`config.mk`:
```
export PLATFORM = sky130hd
export DESIGN_NAME = msk_chain
export DESIGN_NICKNAME = d
export VERILOG_FILES = /design/src/msk_pkg.sv /design/src/msk_cell.sv /design/src/msk_chain.sv
export SDC_FILE = /design/constraint.sdc
export NUM_CORES = 2
export LEC_CHECK = 0
export BUFFER_PORTS_ARGS = -buffer_cell sky130_fd_sc_hd__clkbuf_2
export CORE_MARGIN = 3
export CORE_UTILIZATION = 40
export CTS_BUF_LIST = sky130_fd_sc_hd__clkbuf_2 sky130_fd_sc_hd__clkbuf_4 sky130_fd_sc_hd__clkbuf_8
export DETAILED_ROUTE_END_ITERATION = 6
export GPL_ROUTABILITY_DRIVEN = 1
export PLACE_DENSITY_LB_ADDON = 0.1
export SKIP_CTS_REPAIR_TIMING = 1
export SYNTH_ARGS = -nofsm -noshare
export SYNTH_HDL_FRONTEND = slang
export SYNTH_SLANG_ARGS = --single-unit
```
`constraint.sdc`:
```
create_clock -name clock -period 42.4 [get_ports clock]
set_clock_uncertainty 0.15 [all_clocks]
set_input_delay 0 -clock clock [delete_from_list [all_inputs] [get_ports clock]]
set_output_delay 0 -clock clock [all_outputs]
set_load 0.02 [all_outputs]
```
`src/msk_pkg.sv`:
```
// msk_pkg: types and constants of the min tracking stack
// no dependencies; used by every module of the block
`default_nettype none

package msk_pkg;

   localparam int STACK_DEPTH = 64;
   localparam int DATA_W      = 32;
   localparam int COUNT_W     = 7;

   typedef enum logic [0:0] {
      OP_PUSH = 1'b0,
      OP_POP  = 1'b1
   } op_type;

   typedef enum logic [1:0] {
      ST_OK        = 2'd0,
      ST_UNDERFLOW = 2'd1,
      ST_OVERFLOW  = 2'd2
   } status_type;

   typedef struct packed {
      op_type                    func;
      logic signed [DATA_W-1:0]  push_value;
   } req_type;

   typedef struct packed {
      logic signed [DATA_W-1:0]  top_value;
      logic signed [DATA_W-1:0]  min_value;
      logic [COUNT_W-1:0]        entry_count;
      logic                      is_empty;
      status_type                status;
   } rsp_type;

   // shift control for a row of cells
   typedef struct packed {
      logic push;
      logic pop;
   } shift_ctl_type;

endpackage

`default_nettype wire

```
`src/msk_cell.sv`:
```
// msk_cell: one stack entry, shifts towards the tail on push and towards the head on pop
// depends on msk_pkg
`default_nettype none

module msk_cell #(
   parameter int WIDTH = msk_pkg::DATA_W
) (
   input  wire logic                   clock,
   input  wire msk_pkg::shift_ctl_type ctl,
   input  wire logic [WIDTH-1:0]       up_data,
   input  wire logic [WIDTH-1:0]       down_data,
   output logic      [WIDTH-1:0]       data
);
   import msk_pkg::*;

   logic [WIDTH-1:0] data_ff;
   logic [WIDTH-1:0] data_in;

   always_comb begin
      data_in = data_ff;
      if (ctl.push) begin
         data_in = up_data;
      end else if (ctl.pop) begin
         data_in = down_data;
      end
   end

   always_ff @(posedge clock) begin
      data_ff <= data_in;
   end

   assign data = data_ff;

endmodule

`default_nettype wire

```
`src/msk_chain.sv`:
```
// msk_chain: a row of msk_cell entries forming one stack, head at cell 0
// depends on msk_pkg and msk_cell
`default_nettype none

module msk_chain #(
   parameter int DEPTH = msk_pkg::STACK_DEPTH,
   parameter int WIDTH = msk_pkg::DATA_W
) (
   input  wire logic                   clock,
   input  wire msk_pkg::shift_ctl_type ctl,
   input  wire logic [WIDTH-1:0]       push_data,
   output logic      [WIDTH-1:0]       head_data,
   output logic      [WIDTH-1:0]       next_data
);
   import msk_pkg::*;

   logic [WIDTH-1:0] cell_data [DEPTH];

   for (genvar i = 0; i < DEPTH; i++) begin : g_cell
      logic [WIDTH-1:0] up_data;
      logic [WIDTH-1:0] down_data;

      if (i == 0) begin : g_head
         assign up_data = push_data;
      end else begin : g_body
         assign up_data = cell_data[i-1];
      end

      // the last cell keeps its own value on a pop, it is never read again
      if (i == DEPTH-1) begin : g_tail
         assign down_data = cell_data[i];
      end else begin : g_inner
         assign down_data = cell_data[i+1];
      end

      msk_cell #(
         .WIDTH(WIDTH)
      ) u_cell (
         .clock    (clock),
         .ctl      (ctl),
         .up_data  (up_data),
         .down_data(down_data),
         .data     (cell_data[i])
      );
   end

   assign head_data = cell_data[0];
   assign next_data = cell_data[1];

endmodule

`default_nettype wire

```
==> results by group <==
Clock tree
  – CTS H-Tree Depth: 5
  – Clock Latency Late Sink: 1000 ps
  – CTS tree: built
  – Clock-pin slew on the worst setup and hold paths: 60 ps
  – Root buffer selected by CTS: clkbuf_8
  – CTS Buf Count: 376
  – CTS max path bufs: 4
  – CTS Sinks: 2048

Finish
  – Final Cell Area: 0.0963 mm^2
  – Core Util, Final: 45.2%
  – # nets final: 4696
  – Ratio of cells with drive above 1 in the final layout: 55.4%
  – Max reg flops: 2048
  – Area growth, synth to finish: 11.8%

Power and ir drop
  – Clk network pwr share: 34.0%
  – P_int: 4.00 mW
  – Logic pwr share: 9.6%
  – Switching power: 1.13 mW
  – Worst VDD drop: 34.8 uV
  – Sw frac: 22.0%
  – P per Cell Area: 53.2 mW/mm^2
  – Leak: 33.6 nW
  – Seq pwr share: 56.4%

Timing
  – Max Clock Freq: 163 MHz
  – Setup Viol. Count Final: 0
  – Unrepaired setup endpoints after global routing: no
  – TNS Setup: 0 ps
  – Worst rel slew slack: 24.9%
  – Final setup margin: 36280 ps
  – Crit path time final: 6120 ps
  – Worst-Margin Slew: 1130 ps
  – Max-slew violations: 0
  – Final Cycle Share: 14.4%
  – Final Hold Vio Count: 0

Worst setup path
  – Crit path DAT: 6690 ps
  – Slowest stage cell, crit path: buf_4
  – Crit-path cells: dlygate4sd3_1 -> dlygate4sd3_1 -> buf_12 -> buf_4 -> buf_4 -> buf_4 -> buf_4 -> buf_4 -> buf_4 -> mux2_2
  – CP Launch Type: input pin
  – Worst EP required: 42970 ps
  – Crit path max fanout: 84
  – Crit path buffers/inverters: 9
  – Reg2reg setup slack: 41190 ps
  – CP endpoint kind: register
  – CP dominant cell by count: buf_4
  – Max incr delay on CP: 900 ps
  – Kind of critical path: in2reg
  – CP delay by family, top: buffers and inverters

Place
  – Buffers added on ports: 98
  – Hpwl dp: 66400 um
  – Setup WS pre-CTS: 36120 ps
  – Post-placement cell area: 0.0887 mm^2
  – Routability cong.: 0.655

Run status
  – Status: complete, no violations

Global route
  – Global-route wire length before repair: 207000 um
  – Initial antenna violation count: 3
  – Grt total ovfl: 0
  – Pin count of the biggest net entering global routing: 188
  – Total track usage: 11.0%
  – Vias in the first global route: 40.9k

Floorplanning
  – Die Height: 470 um
  – Die W: 470 um
  – Initial core utilization: 40.4%
  – Die area: 0.221 mm^2
  – Top Ports: 99
  – Rows: 169
  – Core region area: 0.213 mm^2

Synthesis
  – Mapped Area: 0.0861 mm^2
  – Post-synthesis sequential area ratio: 71.4%
  – Syn Nets: 4324
  – Register bit total from synthesis: 2048
  – Synth warn: 0
  – Synth Area per Inst: 20.1 um^2
  – Count of cell types in the netlist: 5
  – Cell count after synthesis: 4289

Routing
  – Average wire per standard cell: 16.2 um
  – Iter 0 DRT Violations: 2287
  – Antenna Nets Post-Route: 0
  – Vias per cell: 4.87
  – Vias: 37.7k
  – Routed wire length: 125000 um
  – Drt first pass iters: 5
  – DRC: 0

Min path
  – HP Class: in2reg

Run
  – # Max-Cap Violations: 0
power groups by stage:
stage / Combinational [mW] / Sequential [mW] / Clock (mW)
6_report: 0.490 / 2.89 / 1.74
2_1_floorplan: 0.423 / 2.95 / 0
3_5_place_dp: 0.490 / 2.94 / 0
5_1_grt: 0.539 / 2.94 / 1.93
3_3_place_gp: 0.472 / 2.94 / 0
4_1_cts: 0.493 / 2.90 / 1.84
kinds of logic after synthesis:
group,count (synthesis),synth area share [%]
buffers and inverters,224,2.22
DFF,2048,71.4
and+or+nand+nor,1,0.00727
muxes,2016,26.4
synth_stat cells:
| master | number | share of area, % |
|---|---|---|
| edfxtp_1 | 2048 | 71 |
| or2_2 | 1 | 0.0073 |
| buf_6 | 127 | 1.7 |
| buf_2 | 97 | 0.56 |
| mux2_2 | 2016 | 26 |
stage by stage:
| step | cells | power, mW | hold WS, ps |
|---|---|---|---|
| global placement | 7036 | 3.41 | 150 |
| detailed placement | 7036 | 3.43 | 156 |
| global route | 7737 | 5.42 | 152 |
| CTS | 7665 | 5.24 | -993 |
| floorplan | 4289 | 3.37 | -37.5 |
| finish | 7737 | 5.12 | 240 |
final timing paths:
check | startpoint | to | depth (start not counted)
setup / recovery | ctl[1] | g_cell[25].u_cell.data[23] | 10
hold / removal | push_data[5] | g_cell[0].u_cell.data[5] | 4
setup reg to reg | g_cell[1].u_cell.data[26] | g_cell[2].u_cell.data[26] | 1
hold reg to reg | g_cell[62].u_cell.data[3] | g_cell[63].u_cell.data[3] | 0
placed cells by master (no fill, tap or decap), drive strengths merged:
master	count
dlygate4sd3	67
or2	1
diode	4
edfxtp	2048
inv	1
clkinvlp	2
bufinv	4
mux2	2016
clkbuf	614
clkinv	105
buf	54
layer usage:
metal	up-vias	global-route usage [%]	routed length (um)
li1	17878	-	-
met1	19011	14.2	56800
met2	483	17.7	60300
met3	317	2.76	4820
met4	2	4.40	3570
met5	-	0	7
cell type report:
cell class	instances	area (um^2)
Clock inverter	112	574
Clock buffer	517	6290
Tap cell	2821	3530
Antenna cell	4	10.0
Timing Repair Buffer	218	1640
Sequential cell	2048	61500
Multi-Input combinational cell	2017	22700
Fill cell	18526	117000
No activity file was read; power rests on OpenSTA's default activity.
